**src/rtl/core/change_event_coalescer_core_assert.svh**
```systemverilog
// assertion macros used by the coalescer datapath
`ifndef CHANGE_EVENT_COALESCER_CORE_ASSERT_SVH
`define CHANGE_EVENT_COALESCER_CORE_ASSERT_SVH

`ifndef SYNTHESIS
`define CEC_ASSERT(lbl, clk, rst_n, prop, msg) \
    lbl: assert property (@(posedge clk) disable iff (!rst_n) (prop)) else $error(msg);
`define CEC_ASSERT_IMP(lbl, clk, rst_n, ante, cons, msg) \
    lbl: assert property (@(posedge clk) disable iff (!rst_n) (ante) |-> (cons)) else $error(msg);
`else
`define CEC_ASSERT(lbl, clk, rst_n, prop, msg)
`define CEC_ASSERT_IMP(lbl, clk, rst_n, ante, cons, msg)
`endif

`endif

```
**src/rtl/core/cec_pkg.sv**
```systemverilog
`timescale 1ns / 1ps
`default_nettype none

package cec_pkg;

    localparam int KIND_W  = 4;
    localparam int FILE_W  = 16;
    localparam int TIME_W  = 48;
    localparam int CFG_W   = 32;
    localparam int READY_W = TIME_W + 1;
    localparam int CFG_IDX_W = 2;

    localparam int MAX_RESULTS = 16;
    localparam int CNT_W       = 5;

    // event kinds
    localparam logic [KIND_W-1:0] K_CHANGED    = 4'd0;
    localparam logic [KIND_W-1:0] K_DONE       = 4'd1;
    localparam logic [KIND_W-1:0] K_DELETED    = 4'd2;
    localparam logic [KIND_W-1:0] K_CREATED    = 4'd3;
    localparam logic [KIND_W-1:0] K_ATTR       = 4'd4;
    localparam logic [KIND_W-1:0] K_PREUNMOUNT = 4'd5;
    localparam logic [KIND_W-1:0] K_UNMOUNTED  = 4'd6;
    localparam logic [KIND_W-1:0] K_MOVED      = 4'd7;
    localparam logic [KIND_W-1:0] K_RENAMED    = 4'd8;
    localparam logic [KIND_W-1:0] K_MOVED_IN   = 4'd9;
    localparam logic [KIND_W-1:0] K_MOVED_OUT  = 4'd10;

    // configuration register indexes
    localparam logic [CFG_IDX_W-1:0] CFG_RATE_LIMIT = 2'd0;
    localparam logic [CFG_IDX_W-1:0] CFG_DONE_DELAY = 2'd1;
    localparam logic [CFG_IDX_W-1:0] CFG_WATCH_MOVES = 2'd2;
    localparam logic [CFG_IDX_W-1:0] CFG_SEND_MOVED = 2'd3;

    localparam logic [CFG_W-1:0] RATE_LIMIT_RST = 32'd800000;
    localparam logic [CFG_W-1:0] DONE_DELAY_RST = 32'd2000000;

    // one result word
    typedef struct packed {
        logic [KIND_W-1:0] kind;
        logic [FILE_W-1:0] file;
        logic [FILE_W-1:0] other;
        logic              other_valid;
        logic              dropped;
    } res_t;

    // controller to datapath
    typedef struct packed {
        logic accept;
        logic scan_start;
        logic step_fo;
        logic step_ff;
        logic step_main;
        logic step_cr;
        logic disp_act;
        logic finish;
    } cmd_t;

    // datapath to controller
    typedef struct packed {
        logic scan_done;
        logic emit_ok;
        logic is_dispatch;
        logic is_ignored;
        logic disp_go;
    } status_t;

endpackage

`default_nettype wire

```
**src/rtl/core/cec_ram.sv**
```systemverilog
`timescale 1ns / 1ps
`default_nettype none

module cec_ram #(
    parameter int WIDTH = 16,
    parameter int DEPTH = 16
) (
    input  wire logic                                   clk,
    input  wire logic                                   wr_en,
    input  wire logic [((DEPTH > 1) ? $clog2(DEPTH) : 1)-1:0] wr_addr,
    input  wire logic [WIDTH-1:0]                       wr_data,
    input  wire logic [((DEPTH > 1) ? $clog2(DEPTH) : 1)-1:0] rd_addr,
    output logic      [WIDTH-1:0]                       rd_data
);

    logic [WIDTH-1:0] mem_reg [DEPTH];

    // single write port, registered read
    always_ff @(posedge clk) begin
        if (wr_en) begin
            mem_reg[wr_addr] <= wr_data;
        end
        rd_data <= mem_reg[rd_addr];
    end

endmodule

`default_nettype wire

```
**src/rtl/core/cec_datapath.sv**
```systemverilog
`timescale 1ns / 1ps
`default_nettype none
`include "change_event_coalescer_core_assert.svh"

module cec_datapath #(
    parameter int ENTRIES = 16
) (
    input  wire logic                          aclk,
    input  wire logic                          aresetn,
    input  wire logic                          s_mode,
    input  wire logic [cec_pkg::KIND_W-1:0]    s_event_kind,
    input  wire logic [cec_pkg::FILE_W-1:0]    s_file_id,
    input  wire logic [cec_pkg::FILE_W-1:0]    s_other_id,
    input  wire logic                          s_other_valid,
    input  wire logic [cec_pkg::TIME_W-1:0]    s_event_time,
    input  wire logic                          cfg_wr_en,
    input  wire logic [cec_pkg::CFG_IDX_W-1:0] cfg_index,
    input  wire logic [cec_pkg::CFG_W-1:0]     cfg_wdata,
    output logic                               m_valid,
    input  wire logic                          m_ready,
    output logic      [cec_pkg::KIND_W-1:0]    m_out_kind,
    output logic      [cec_pkg::FILE_W-1:0]    m_out_file,
    output logic      [cec_pkg::FILE_W-1:0]    m_out_other,
    output logic                               m_out_other_valid,
    output logic                               m_last,
    output logic                               m_dropped,
    input  wire cec_pkg::cmd_t                 cmd,
    output cec_pkg::status_t                   status
);
    import cec_pkg::*;

    localparam int IDX_W = (ENTRIES > 1) ? $clog2(ENTRIES) : 1;
    localparam logic [IDX_W:0] ENT_C = (IDX_W + 1)'(ENTRIES);

    // configuration
    logic [CFG_W-1:0] rate_limit_reg;
    logic [CFG_W-1:0] done_delay_reg;
    logic             watch_moves_reg;
    logic             send_moved_reg;

    always_ff @(posedge aclk) begin
        if (!aresetn) begin
            rate_limit_reg  <= RATE_LIMIT_RST;
            done_delay_reg  <= DONE_DELAY_RST;
            watch_moves_reg <= 1'b0;
            send_moved_reg  <= 1'b0;
        end else if (cfg_wr_en) begin
            unique case (cfg_index)
                CFG_RATE_LIMIT:  rate_limit_reg  <= cfg_wdata;
                CFG_DONE_DELAY:  done_delay_reg  <= cfg_wdata;
                CFG_WATCH_MOVES: watch_moves_reg <= cfg_wdata[0];
                CFG_SEND_MOVED:  send_moved_reg  <= cfg_wdata[0];
            endcase
        end
    end

    // latched input word
    logic              it_mode_reg;
    logic [KIND_W-1:0] it_kind_reg;
    logic [FILE_W-1:0] it_file_reg;
    logic [FILE_W-1:0] it_other_reg;
    logic              it_ov_reg;
    logic [TIME_W-1:0] it_time_reg;

    always_ff @(posedge aclk) begin
        if (cmd.accept) begin
            it_mode_reg  <= s_mode;
            it_kind_reg  <= s_event_kind;
            it_file_reg  <= s_file_id;
            it_other_reg <= s_other_id;
            it_ov_reg    <= s_other_valid;
            it_time_reg  <= s_event_time;
        end
    end

    // slot scan counter, one read per cycle
    logic [IDX_W:0]   scan_cnt_reg;
    logic             rd_v_reg;
    logic [IDX_W-1:0] rd_idx_reg;
    logic             issue;

    assign issue = scan_cnt_reg < ENT_C;

    always_ff @(posedge aclk) begin
        if (!aresetn) begin
            scan_cnt_reg <= ENT_C;
            rd_v_reg     <= 1'b0;
        end else if (cmd.scan_start) begin
            scan_cnt_reg <= '0;
            rd_v_reg     <= 1'b0;
        end else begin
            rd_v_reg <= issue;
            if (issue) begin
                scan_cnt_reg <= scan_cnt_reg + 1'b1;
            end
        end
    end

    always_ff @(posedge aclk) begin
        rd_idx_reg <= scan_cnt_reg[IDX_W-1:0];
    end

    // slot storage
    logic [ENTRIES-1:0] valid_reg;
    logic [ENTRIES-1:0] valid_next;
    logic [FILE_W-1:0]  file_q;
    logic               dirty_q;
    logic [TIME_W-1:0]  stamp_q;

    logic             add;
    logic [IDX_W-1:0] add_idx;
    logic             dirty_we;
    logic [IDX_W-1:0] dirty_addr;
    logic             dirty_wdata;
    logic             stamp_we;
    logic [IDX_W-1:0] stamp_addr;

    cec_ram #(.WIDTH(FILE_W), .DEPTH(ENTRIES)) u_file_ram (
        .clk     (aclk),
        .wr_en   (add),
        .wr_addr (add_idx),
        .wr_data (it_file_reg),
        .rd_addr (scan_cnt_reg[IDX_W-1:0]),
        .rd_data (file_q)
    );

    cec_ram #(.WIDTH(1), .DEPTH(ENTRIES)) u_dirty_ram (
        .clk     (aclk),
        .wr_en   (dirty_we),
        .wr_addr (dirty_addr),
        .wr_data (dirty_wdata),
        .rd_addr (scan_cnt_reg[IDX_W-1:0]),
        .rd_data (dirty_q)
    );

    cec_ram #(.WIDTH(TIME_W), .DEPTH(ENTRIES)) u_stamp_ram (
        .clk     (aclk),
        .wr_en   (stamp_we),
        .wr_addr (stamp_addr),
        .wr_data (it_time_reg),
        .rd_addr (scan_cnt_reg[IDX_W-1:0]),
        .rd_data (stamp_q)
    );

    // scan results: file match, partner match, first free, earliest ready
    logic               mf_found_reg, mo_found_reg, fr_found_reg, bs_found_reg;
    logic [IDX_W-1:0]   mf_idx_reg, mo_idx_reg, fr_idx_reg, bs_idx_reg;
    logic [READY_W-1:0] bs_ready_reg;
    logic               bs_dirty_reg;
    logic [FILE_W-1:0]  bs_file_reg;
    logic               rd_live;
    logic [READY_W-1:0] ready_calc;

    assign rd_live    = valid_reg[rd_idx_reg];
    assign ready_calc = {1'b0, stamp_q}
                      + READY_W'(dirty_q ? rate_limit_reg : done_delay_reg);

    always_ff @(posedge aclk) begin
        if (!aresetn || cmd.scan_start) begin
            mf_found_reg <= 1'b0;
            mo_found_reg <= 1'b0;
            fr_found_reg <= 1'b0;
            bs_found_reg <= 1'b0;
        end else if (rd_v_reg) begin
            if (rd_live && file_q == it_file_reg && !mf_found_reg) begin
                mf_found_reg <= 1'b1;
                mf_idx_reg   <= rd_idx_reg;
            end
            if (rd_live && file_q == it_other_reg && !mo_found_reg) begin
                mo_found_reg <= 1'b1;
                mo_idx_reg   <= rd_idx_reg;
            end
            if (!rd_live && !fr_found_reg) begin
                fr_found_reg <= 1'b1;
                fr_idx_reg   <= rd_idx_reg;
            end
            // strict compare keeps the lower slot on ties
            if (rd_live && (!bs_found_reg || ready_calc < bs_ready_reg)) begin
                bs_found_reg <= 1'b1;
                bs_idx_reg   <= rd_idx_reg;
                bs_ready_reg <= ready_calc;
                bs_dirty_reg <= dirty_q;
                bs_file_reg  <= file_q;
            end
        end
    end

    // event decode
    logic              is_ignored;
    logic              do_flush_other;
    logic              do_flush_file;
    logic              has_main;
    logic [KIND_W-1:0] main_kind;
    logic              main_pass_other;
    logic              main_force_ov;
    logic              main_add;
    logic              main_set_dirty;
    logic              has_cr;

    always_comb begin
        is_ignored      = 1'b0;
        do_flush_other  = 1'b0;
        do_flush_file   = 1'b0;
        has_main        = 1'b0;
        main_kind       = it_kind_reg;
        main_pass_other = 1'b0;
        main_force_ov   = 1'b0;
        main_add        = 1'b0;
        main_set_dirty  = 1'b0;
        has_cr          = 1'b0;
        unique case (it_kind_reg)
            K_CHANGED: begin
                has_main       = !mf_found_reg;
                main_add       = !mf_found_reg;
                main_set_dirty = mf_found_reg;
            end
            K_DONE: begin
                do_flush_file = 1'b1;
            end
            K_CREATED: begin
                do_flush_file = 1'b1;
                has_main      = 1'b1;
                main_add      = 1'b1;
            end
            K_DELETED, K_ATTR, K_PREUNMOUNT, K_UNMOUNTED: begin
                do_flush_file = 1'b1;
                has_main      = 1'b1;
            end
            K_MOVED_IN: begin
                do_flush_file = 1'b1;
                has_main      = 1'b1;
                if (watch_moves_reg) begin
                    main_pass_other = 1'b1;
                end else begin
                    main_kind = K_CREATED;
                    main_add  = 1'b1;
                end
            end
            K_MOVED_OUT: begin
                do_flush_file = 1'b1;
                has_main      = 1'b1;
                if (watch_moves_reg) begin
                    main_pass_other = 1'b1;
                end else if (send_moved_reg) begin
                    main_kind       = K_MOVED;
                    main_pass_other = 1'b1;
                end else begin
                    main_kind = K_DELETED;
                end
            end
            K_RENAMED: begin
                do_flush_file = 1'b1;
                has_main      = 1'b1;
                if (watch_moves_reg || send_moved_reg) begin
                    do_flush_other = 1'b1;
                    main_force_ov  = 1'b1;
                    main_kind      = watch_moves_reg ? K_RENAMED : K_MOVED;
                end else begin
                    main_kind = K_DELETED;
                    has_cr    = 1'b1;
                end
            end
            default: begin
                is_ignored = 1'b1;
            end
        endcase
    end

    // step actions
    logic ff_did_reg;
    logic fo_hit, ff_hit, main_hit, cr_hit, disp_hit, set_dirty_hit;
    logic emit, can_add;
    res_t emit_res;

    assign fo_hit   = cmd.step_fo && do_flush_other && mo_found_reg;
    assign ff_hit   = cmd.step_ff && do_flush_file && mf_found_reg && valid_reg[mf_idx_reg];
    assign main_hit = cmd.step_main && has_main;
    assign cr_hit   = cmd.step_cr && has_cr;
    assign disp_hit = cmd.disp_act;
    assign set_dirty_hit = cmd.step_main && main_set_dirty;
    assign emit     = fo_hit || ff_hit || main_hit || cr_hit || disp_hit;

    // lowest free slot after a flush of this file
    assign can_add = fr_found_reg || ff_did_reg;
    assign add_idx = (ff_did_reg && (!fr_found_reg || mf_idx_reg < fr_idx_reg))
                   ? mf_idx_reg : fr_idx_reg;
    assign add     = ((main_hit && main_add) || cr_hit) && can_add;

    always_comb begin
        emit_res = '0;
        priority if (fo_hit) begin
            emit_res.kind = K_DONE;
            emit_res.file = it_other_reg;
        end else if (ff_hit) begin
            emit_res.kind = K_DONE;
            emit_res.file = it_file_reg;
        end else if (main_hit) begin
            emit_res.kind    = main_kind;
            emit_res.file    = it_file_reg;
            emit_res.dropped = main_add && !can_add;
            if (main_force_ov) begin
                emit_res.other       = it_other_reg;
                emit_res.other_valid = 1'b1;
            end else if (main_pass_other && it_ov_reg) begin
                emit_res.other       = it_other_reg;
                emit_res.other_valid = 1'b1;
            end
        end else if (cr_hit) begin
            emit_res.kind    = K_CREATED;
            emit_res.file    = it_file_reg;
            emit_res.dropped = !can_add;
        end else if (disp_hit) begin
            emit_res.kind = bs_dirty_reg ? K_CHANGED : K_DONE;
            emit_res.file = bs_file_reg;
        end
    end

    always_comb begin
        valid_next = valid_reg;
        if (fo_hit) begin
            valid_next[mo_idx_reg] = 1'b0;
        end
        if (ff_hit) begin
            valid_next[mf_idx_reg] = 1'b0;
        end
        if (disp_hit && !bs_dirty_reg) begin
            valid_next[bs_idx_reg] = 1'b0;
        end
        if (add) begin
            valid_next[add_idx] = 1'b1;
        end
    end

    always_ff @(posedge aclk) begin
        if (!aresetn) begin
            valid_reg <= '0;
        end else begin
            valid_reg <= valid_next;
        end
    end

    // table writes: new record, dirty mark, dispatch re-stamp
    assign dirty_we    = add || set_dirty_hit || (disp_hit && bs_dirty_reg);
    assign dirty_addr  = add ? add_idx : (set_dirty_hit ? mf_idx_reg : bs_idx_reg);
    assign dirty_wdata = set_dirty_hit && !add;
    assign stamp_we    = add || (disp_hit && bs_dirty_reg);
    assign stamp_addr  = add ? add_idx : bs_idx_reg;

    always_ff @(posedge aclk) begin
        if (!aresetn || cmd.accept) begin
            ff_did_reg <= 1'b0;
        end else if (cmd.step_ff) begin
            ff_did_reg <= ff_hit;
        end
    end

    // result count for the dispatch limit
    logic [CNT_W-1:0] res_cnt_reg;

    always_ff @(posedge aclk) begin
        if (!aresetn || cmd.accept) begin
            res_cnt_reg <= '0;
        end else if (emit) begin
            res_cnt_reg <= res_cnt_reg + 1'b1;
        end
    end

    // hold stage keeps one result back so the final one can carry last
    res_t hold_reg;
    logic hold_valid_reg;
    res_t out_reg;
    logic out_last_reg;
    logic out_valid_reg;
    logic out_free;
    logic move;

    assign out_free = !out_valid_reg || m_ready;
    assign move     = hold_valid_reg && (emit || cmd.finish);

    always_ff @(posedge aclk) begin
        if (!aresetn) begin
            hold_valid_reg <= 1'b0;
            out_valid_reg  <= 1'b0;
        end else begin
            if (emit) begin
                hold_valid_reg <= 1'b1;
            end else if (cmd.finish) begin
                hold_valid_reg <= 1'b0;
            end
            if (move) begin
                out_valid_reg <= 1'b1;
            end else if (m_ready) begin
                out_valid_reg <= 1'b0;
            end
        end
    end

    always_ff @(posedge aclk) begin
        if (emit) begin
            hold_reg <= emit_res;
        end
        if (move) begin
            out_reg      <= hold_reg;
            out_last_reg <= cmd.finish;
        end
    end

    assign m_valid           = out_valid_reg;
    assign m_out_kind        = out_reg.kind;
    assign m_out_file        = out_reg.file;
    assign m_out_other       = out_reg.other;
    assign m_out_other_valid = out_reg.other_valid;
    assign m_last            = out_last_reg;
    assign m_dropped         = out_reg.dropped;

    // status
    assign status.scan_done   = !issue && !rd_v_reg;
    assign status.emit_ok     = !hold_valid_reg || out_free;
    assign status.is_dispatch = it_mode_reg;
    assign status.is_ignored  = is_ignored;
    assign status.disp_go     = (res_cnt_reg < CNT_W'(MAX_RESULTS)) && bs_found_reg
                              && (bs_ready_reg <= {1'b0, it_time_reg});

    // checks
    `CEC_ASSERT_IMP(a_emit_room, aclk, aresetn, emit && hold_valid_reg, out_free, "result overwritten")
    `CEC_ASSERT_IMP(a_add_free, aclk, aresetn, add, !valid_reg[add_idx], "record stored over a live slot")
    `CEC_ASSERT(a_res_limit, aclk, aresetn, res_cnt_reg <= CNT_W'(MAX_RESULTS), "too many results")

endmodule

`default_nettype wire

```
**src/rtl/core/cec_ctrl.sv**
```systemverilog
`timescale 1ns / 1ps
`default_nettype none

module cec_ctrl (
    input  wire logic             aclk,
    input  wire logic             aresetn,
    input  wire logic             s_valid,
    output logic                  s_ready,
    input  wire cec_pkg::status_t status,
    output cec_pkg::cmd_t         cmd
);
    import cec_pkg::*;

    typedef enum logic [3:0] {
        ST_IDLE,
        ST_SCAN,
        ST_FO,
        ST_FF,
        ST_MAIN,
        ST_CR,
        ST_DACT,
        ST_FIN
    } state_t;

    state_t state_reg;
    state_t state_next;

    assign s_ready = (state_reg == ST_IDLE);

    // step sequencing
    always_comb begin
        cmd        = '0;
        state_next = state_reg;
        unique case (state_reg)
            ST_IDLE: begin
                if (s_valid) begin
                    cmd.accept     = 1'b1;
                    cmd.scan_start = 1'b1;
                    state_next     = ST_SCAN;
                end
            end
            ST_SCAN: begin
                if (status.scan_done) begin
                    priority if (status.is_dispatch) begin
                        state_next = ST_DACT;
                    end else if (status.is_ignored) begin
                        state_next = ST_FIN;
                    end else begin
                        state_next = ST_FO;
                    end
                end
            end
            ST_FO: begin
                if (status.emit_ok) begin
                    cmd.step_fo = 1'b1;
                    state_next  = ST_FF;
                end
            end
            ST_FF: begin
                if (status.emit_ok) begin
                    cmd.step_ff = 1'b1;
                    state_next  = ST_MAIN;
                end
            end
            ST_MAIN: begin
                if (status.emit_ok) begin
                    cmd.step_main = 1'b1;
                    state_next    = ST_CR;
                end
            end
            ST_CR: begin
                if (status.emit_ok) begin
                    cmd.step_cr = 1'b1;
                    state_next  = ST_FIN;
                end
            end
            ST_DACT: begin
                if (status.emit_ok) begin
                    if (status.disp_go) begin
                        cmd.disp_act   = 1'b1;
                        cmd.scan_start = 1'b1;
                        state_next     = ST_SCAN;
                    end else begin
                        state_next = ST_FIN;
                    end
                end
            end
            ST_FIN: begin
                if (status.emit_ok) begin
                    cmd.finish = 1'b1;
                    state_next = ST_IDLE;
                end
            end
            default: begin
                state_next = ST_IDLE;
            end
        endcase
    end

    always_ff @(posedge aclk) begin
        if (!aresetn) begin
            state_reg <= ST_IDLE;
        end else begin
            state_reg <= state_next;
        end
    end

endmodule

`default_nettype wire

```
**src/rtl/core/change_event_coalescer_core.sv**
```systemverilog
// file event: slot scan, then five steps (flush other, flush file, main, created, finish), then accept
// ignored kinds: slot scan, then finish; output stalls stretch every step that emits a result
// dispatch tick: one slot scan per drained record plus a final scan, at most 16 records drained
// one word at a time; the slot scan through the table memories sets the rate
// the next word is taken once the last result of this one sits in the output stage
// reset (synchronous, active low) frees every slot and restores register defaults
`timescale 1ns / 1ps
`default_nettype none

module change_event_coalescer_core #(
    parameter int ENTRIES = 16
) (
    input  wire logic                          aclk,
    input  wire logic                          aresetn,
    input  wire logic                          s_valid,
    output logic                               s_ready,
    input  wire logic                          s_mode,
    input  wire logic [cec_pkg::KIND_W-1:0]    s_event_kind,
    input  wire logic [cec_pkg::FILE_W-1:0]    s_file_id,
    input  wire logic [cec_pkg::FILE_W-1:0]    s_other_id,
    input  wire logic                          s_other_valid,
    input  wire logic [cec_pkg::TIME_W-1:0]    s_event_time,
    input  wire logic                          cfg_wr_en,
    input  wire logic [cec_pkg::CFG_IDX_W-1:0] cfg_index,
    input  wire logic [cec_pkg::CFG_W-1:0]     cfg_wdata,
    output logic                               m_valid,
    input  wire logic                          m_ready,
    output logic      [cec_pkg::KIND_W-1:0]    m_out_kind,
    output logic      [cec_pkg::FILE_W-1:0]    m_out_file,
    output logic      [cec_pkg::FILE_W-1:0]    m_out_other,
    output logic                               m_out_other_valid,
    output logic                               m_last,
    output logic                               m_dropped
);
    import cec_pkg::*;

    cmd_t    cmd;
    status_t status;

    cec_ctrl u_ctrl (
        .aclk    (aclk),
        .aresetn (aresetn),
        .s_valid (s_valid),
        .s_ready (s_ready),
        .status  (status),
        .cmd     (cmd)
    );

    cec_datapath #(.ENTRIES(ENTRIES)) u_dp (
        .aclk              (aclk),
        .aresetn           (aresetn),
        .s_mode            (s_mode),
        .s_event_kind      (s_event_kind),
        .s_file_id         (s_file_id),
        .s_other_id        (s_other_id),
        .s_other_valid     (s_other_valid),
        .s_event_time      (s_event_time),
        .cfg_wr_en         (cfg_wr_en),
        .cfg_index         (cfg_index),
        .cfg_wdata         (cfg_wdata),
        .m_valid           (m_valid),
        .m_ready           (m_ready),
        .m_out_kind        (m_out_kind),
        .m_out_file        (m_out_file),
        .m_out_other       (m_out_other),
        .m_out_other_valid (m_out_other_valid),
        .m_last            (m_last),
        .m_dropped         (m_dropped),
        .cmd               (cmd),
        .status            (status)
    );

endmodule

`default_nettype wire
```
**config.mk**
```make
export PLATFORM = sky130hd
export DESIGN_NAME = change_event_coalescer_core
export DESIGN_NICKNAME = d
export VERILOG_FILES = /design/src/rtl/core/cec_pkg.sv /design/src/rtl/core/cec_ram.sv /design/src/rtl/core/cec_datapath.sv /design/src/rtl/core/cec_ctrl.sv /design/src/rtl/core/change_event_coalescer_core.sv
export VERILOG_INCLUDE_DIRS = /design/src /design/src/rtl/core
export SDC_FILE = /design/constraint.sdc
export NUM_CORES = 2
export LEC_CHECK = 0
export BUFFER_PORTS_ARGS = -buffer_cell sky130_fd_sc_hd__buf_2
export CORE_AREA = 2 2 311 313
export CTS_BUF_LIST = sky130_fd_sc_hd__clkbuf_16
export DETAILED_ROUTE_END_ITERATION = 10
export DIE_AREA = 0 0 313 315
export GPL_ROUTABILITY_DRIVEN = 0
export GPL_TIMING_DRIVEN = 0
export PLACE_DENSITY_LB_ADDON = 0.05
export REMOVE_ABC_BUFFERS = 1
export SYNTH_ARGS = -nofsm -noshare
export SYNTH_HDL_FRONTEND = slang
export SYNTH_HIERARCHICAL = 1
export SYNTH_SLANG_ARGS = --single-unit
```
**constraint.sdc**
```tcl
create_clock -name aclk -period 13.4 [get_ports aclk]
set_clock_uncertainty 0.15 [all_clocks]
set_input_delay 2.68 -clock aclk [delete_from_list [all_inputs] [get_ports aclk]]
set_output_delay 2.68 -clock aclk [all_outputs]
set_load 0.02 [all_outputs]
```
== Word level (Yosys, flattened, before mapping) ==
Memory sizes are Yosys's and may differ from the RTL's. A register that Yosys moved wholly into a read port is not among the register bits.
Cells that the tools add are included.

* Input port bits: 125
* RAM bits: 1,040
* Memories kept: 3
* Logic and storage cells: 272
* Bits in registers: 353
* Output and inout bits: 41

* Eq/ne operators: 29
* Bitwise gates (word level): 10
* Magnitude comparators: 14
* Reduce and logical (&&, ||, !) cells: 85
* Add/sub/neg operators: 3
* Multiplexer cells: 86

{| class="wikitable"
|+ Memories
! name !! depth !! width !! rd ports !! clocked after memory_dff !! wr ports !! RTL line !! RTL
|-
| u_dp.u_stamp_ram.mem_reg || 16 || 48 || 1 || 1 || 1 || cec_ram.sv:16 || <nowiki>logic [WIDTH-1:0] mem_reg [DEPTH];</nowiki>
|-
| u_dp.u_file_ram.mem_reg || 16 || 16 || 1 || 1 || 1 || cec_ram.sv:16 ||
|-
| u_dp.u_dirty_ram.mem_reg || 16 || 1 || 1 || 1 || 1 || cec_ram.sv:16 ||
|}

{| class="wikitable"
|+ Operators by type and width
! cell !! number
|-
| $mux 16 || 6
|-
| $mux 4 || 17
|-
| $mux 20 || 3
|-
| $add 48x49->49 || 1
|-
| $le 49x48->1 || 1
|-
| $lt 49x49->1 || 1
|-
| $and 16x16->16 || 3
|-
| $not 16->16 || 3
|-
| $mux 1 || 39
|-
| $mux 17 || 2
|-
| $eq 16x16->1 || 2
|-
| $mux 32 || 1
|-
| $pmux 4 s8 || 1
|-
| $logic_and 1x1->1 || 30
|-
| $eq 4x3->1 const B || 7
|-
| $lt 4x5->1 const B || 5
|-
| $logic_or 1x1->1 || 17
|-
| $demux 1 s4 || 4
|-
| $eq 4x2->1 const B || 4
|-
| $ge 4x1->1 const B || 4
|-
| $ne 2x2->1 const B || 8
|-
| $or 16x16->16 || 1
|-
| $reduce_and 2->1 || 8
|-
| $logic_not 1->1 || 13
|-
| other kinds (25) || 46
|}

== Longest topological paths before layout ==
* Depth in word-level cells: 15
* Gate-level depth with buffers: 24
* Gate-level depth less buffers: 21

== By module ==
The synthesis kept the hierarchy.

{| class="wikitable"
|+ By module, submodules not included
! module !! area each (um2) !! instances !! seq. area each (um2) !! cells each
|-
| cec_ram at u_dp.u_stamp_ram || 29,691.0 || 1 || 24,023.0 || 1,242
|-
| cec_datapath || 17,904.7 || 1 || 9,439.1 || 1,639
|-
| cec_ram at u_dp.u_file_ram || 10,043.4 || 1 || 8,007.7 || 432
|-
| cec_ram at u_dp.u_dirty_ram || 745.7 || 1 || 500.5 || 47
|-
| cec_ctrl || 307.8 || 1 || 60.1 || 47
|}

== Worst setup path after synthesis ==
No wires, ideal clock.

* Path kind: register to register
* Start: register u_dp.u_dirty_ram.rd_data, read port of u_dp.u_dirty_ram.mem_reg
* End: register u_dp.bs_dirty_reg (enable)
* Stages on the path, launching flop included: 22
* Setup time: 605 ps
* Path buffers: 2
* Path slack: 2,976 ps
* Arrival time: 9,669 ps
* Cells stage by stage: dfxtp_1 -> clkbuf_1 -> buf_1 -> mux2_2 -> ha_1 -> and3_1 -> a221oi_1 -> o21ai_1 -> a41oi_1 -> or2_1 -> o311a_1 -> o32a_1 -> nand2b_1 -> xnor2_1 -> ha_1 -> a21o_1 -> a21oi_1 -> nor2b_1 -> o211ai_1 -> a21oi_1 -> a211oi_1 -> a21boi_0

* Word-level cells in the longest chain between the ends: 6

{| class="wikitable"
|+ Ends and longest elaborated chain
! element !! RTL line !! RTL
|-
| from (decl) || cec_ram.sv:13 || <nowiki>output logic [WIDTH-1:0] rd_data</nowiki>
|-
| $mux 32 || cec_datapath.sv:156 || <nowiki>+ READY_W'(dirty_q ? rate_limit_reg : done_delay_reg);</nowiki>
|-
| $add 48x49->49 || cec_datapath.sv:156 ||
|-
| named net u_dp.ready_calc[42] || cec_datapath.sv:152 || <nowiki>logic [READY_W-1:0] ready_calc;</nowiki>
|-
| $lt 49x49->1 || cec_datapath.sv:178 || <nowiki>if (rd_live && (!bs_found_reg || ready_calc < bs_ready_reg)) begin</nowiki>
|-
| $logic_or 1x1->1 || cec_datapath.sv:178 ||
|-
| $logic_and 1x1->1 || cec_datapath.sv:178 ||
|-
| $reduce_and 3->1 (no line) || - ||
|-
| to (signal assigned) || cec_datapath.sv:182 || <nowiki>bs_dirty_reg <= dirty_q;</nowiki>
|-
| to (decl) || cec_datapath.sv:149 || <nowiki>logic bs_dirty_reg;</nowiki>
|}

The timed path passes the listed nets, and every way through them passes these cells.
A chain may end at the register's enable or synchronous reset.

== Worst setup path after layout ==
* Start: register u_dp.u_dirty_ram.rd_data, read port of u_dp.u_dirty_ram.mem_reg
* End: register u_dp.bs_file_reg[0] (enable)

* Word-level cells in the longest chain between the ends: 6

{| class="wikitable"
|+ Ends and longest elaborated chain
! element !! RTL line !! RTL
|-
| $mux 32 || cec_datapath.sv:156 ||
|-
| $add 48x49->49 || cec_datapath.sv:156 ||
|-
| named net u_dp.ready_calc[35] || cec_datapath.sv:152 ||
|-
| $lt 49x49->1 || cec_datapath.sv:178 ||
|-
| $logic_or 1x1->1 || cec_datapath.sv:178 ||
|-
| $logic_and 1x1->1 || cec_datapath.sv:178 ||
|-
| $reduce_and 3->1 (no line) || - ||
|-
| to (signal assigned) || cec_datapath.sv:183 || <nowiki>bs_file_reg <= file_q;</nowiki>
|-
| to (decl) || cec_datapath.sv:150 || <nowiki>logic [FILE_W-1:0] bs_file_reg;</nowiki>
|}

The timed path passes the listed nets, and every way through them passes these cells.

==> out/qor.yml <==
min_path:
  holdCritStartpoint: "u_dp/scan_cnt_reg[1]$_SDFFE_PP0N_"
  min_path_cells: 0
  hold_path.class: "reg -> reg"
  min_to: "u_dp/rd_idx_reg[1]$_DFF_P_"
clocking:
  path_clk_slew_ns: 0.07
  htreeDepth: 4
  post-cts-setup-buffer-count: 0
  cts_made_buffers: 149
  clkLatencyLatePin_ns: 0.76
  cts.sinks: 1457
  cts_tree: "yes"
  hold_buffers: 0
  cts_max_path_buffers: 3
  clockRootBuffer: "clkbuf_16"
  cts_resized: 0
critical_path:
  crit_arrival_ns: 7.90
  rrSetupSlack_ns: 5.79
  crit_path_start_kind: "flip-flop"
  rr_endpoint: "u_dp/bs_file_reg[0]$_DFFE_PP_"
  endpoint_kind: "flip-flop"
  cpMaxStageDelayCell: "nor2b_1"
  path_max_fanout: 32
  required_ns: 13.69
  max_stage_delay_ns: 0.76
  criticalPathCategory: "reg -> reg"
  reg2reg_depth: 24
  reg2reg_from: "u_dp/u_dirty_ram/rd_data$_DFF_P_"
  worstPathCellList: "buf_12, mux2_2, ha_1, o211ai_1, o211ai_1, a2111oi_0, nor4b_1, nand2_1, a31oi_1, nor2b_1, nand2_1, xnor2_1, ha_1, nor2b_1, o21ai_0, nand2b_1, a21oi_1, o21ai_0, a211oi_1, o21ai_0, a21boi_4, buf_16, buf_12, buf_12"
timing:
  layout_min_cycle_time_ns: 7.613
  max-slew-margin-rel: 0.009524
  setup_tns_ns: 0
  fin_crit_sh: 0.5681
  whs_ns: 0.2441
  fin_ws_ns: 5.787
  worstMarginPinSlew_ns: 1.483
  hold_viol_final: 0
  final-setup-viol-count: 0
  report.final.slew_viol_count: 0
  rsz0062_at_grt: "no"
  fmax_ghz: 0.1314
status:
  status: "finished, final reports clean"
cells_and_area:
  largest_reg_flops: 768
  fin_nets: 3938
  mostFrequentLayoutCells: "edfxtp_1, nand2_1, mux4_2"
  area_growth_pct: 14.58
  final_common_cell: "edfxtp_1"
  drive_gt1_frac: 0.2198
  n_fill_cell: 5961
synth:
  yosys-top-cells-area: "edfxtp_1, mux4_2, dfxtp_1"
  yosysSeqAreaShare: 0.7161
  synth-edff-count: 1285
  synth.largest_area_cell: "edfxtp_1"
  async_flop_share: 0
  ys_types: 71
  syn_inst: 3407
  synth_warnings: 6
  avgSynthCellArea_um2: 17.23
  synth.top_cell.area_share: 0.6574
  synth_seq_cells: 1457
  yosys_most_used_dff: "edfxtp_1"
  synth_area_um2: 58690
detailed_routing:
  drc_errors: 0
  num_vias: 32202
  ant_nets: 0
  first_iter_violations: 3724
  drt_pass1_iterations: 7
  wirelength_um: 136700
  viasPerCell: 6.335
  wl_per_cell_um: 26.89
global_routing:
  grtUsageTotal: 0.2811
  grt_start_max_net_pins: 97
  antenna_found_initial: 7
  grt_pass1_vias: 32666
  grt_pass1_wl_um: 204400
  overflow: 0
placed_design:
  dp_worst_setup_slack_ns: 5.855
  dp.final_hpwl_um: 91140
  port_buffers: 165
power_and_ir_drop:
  irDropWorstVdd_v: 0.0001292
  leakagePower_nw: 23.03
  p_per_area_nw_per_um2: 161.8
  finalPower_mw: 10.88
die:
  ios: 166
  core-area_um2: 95710
  std_cell_rows: 114
  die_area_um2: 98600
  start_util: 0.6132
  dieWidth_um: 313
  fp.dieH_um: 315
job:
  cap_viol_max_count: 0
## report_power, final
group | switching (mW) | internal (mW) | total, mW
Clock | 1.70 | 2.36 | 4.06
Sequential | 0.314 | 5.31 | 5.62
Combinational | 0.638 | 0.558 | 1.20
## layer usage
layer  track usage  share of wire  vias up
met4       0.07677          0.021        4
li1              -              -    13983
met1        0.4107           0.42    16694
met3       0.05381          0.076      226
met2        0.4413           0.48     1295
met5             0        0.00017        -
## cells by family after synthesis
kind of cell / Yosys count / share of synthesized area
AO/OA/AOI/OAI: 473 / 0.05502
XOR/XNOR: 84 / 0.01253
multiplexers: 317 / 0.1133
adder cells (fa/ha/maj): 134 / 0.02869
flip-flops: 1457 / 0.7161
AND/OR/NAND/NOR: 681 / 0.05496
buffers and inverters: 261 / 0.01936
## area by class of cell
class	instances	area (um2)	share of cell area
inverter	117	439.2	0.006530
sequential	1457	42040	0.6251
multi-input combinational	1689	15740	0.2341
antenna	4	10.01	0.0001488
timing repair buffer	265	2575	0.03829
clock inverter	121	993.5	0.01477
tap	1276	1597	0.02374
clock buffer	154	3854	0.05730
## cells in the mapped netlist (all sizes together), types with 38 or more instances
master,number
edfxtp,1285
nand2,286
a21boi,52
nor2,110
a21oi,96
a22oi,128
xor2,47
mux4,270
a21o,54
nand3,54
ha,133
mux2,38
buf,69
o21ai,66
clkbuf,75
inv,117
dfxtp,172
## metrics by stage
step	cell area [um2]	utilization	std cells
after floorplan	58000	-	3263
after global placement	60420	0.6313	4704
after detailed placement	62380	0.6518	4803
after CTS	67230	0.7024	5078
after global routing	67250	0.7026	5082
final	67250	0.7026	5083
## how the worst max path moves through the flow
stage | depth (start not counted) | endpoint | slack (ns) | startpoint
final | 24 | u_dp/bs_file_reg[0]$_DFFE_PP_ | 5.79 | u_dp/u_dirty_ram/rd_data$_DFF_P_
after global placement | 3 | u_dp/u_file_ram/rd_data[10]$_DFF_P_ | -3.95 | u_dp/scan_cnt_reg[0]$_SDFFE_PP0N_
after CTS | 25 | u_dp/bs_idx_reg[3]$_DFFE_PP_ | 5.83 | u_dp/u_dirty_ram/rd_data$_DFF_P_
after global routing | 25 | u_dp/bs_file_reg[0]$_DFFE_PP_ | 5.39 | u_dp/u_dirty_ram/rd_data$_DFF_P_
after floorplan | 3 | u_dp/u_dirty_ram/rd_data$_DFF_P_ | 1.08 | u_dp/scan_cnt_reg[0]$_SDFFE_PP0N_
after detailed placement | 19 | u_dp/u_stamp_ram/mem_reg[0][37]$_DFFE_PP_ | 5.85 | u_dp/it_time_reg[23]$_DFFE_PP_
## critical path, delay by kind of cell (launching register included)
kind,cells,cell delay (ns)
buf+inv,4,0.88
fa+ha+maj,2,0.67
xor+xnor,1,0.23
flops,1,0.37
simple gates,6,2.02
mux,1,0.43
compound gates,10,2.45
(Power assumes the default switching activity.)
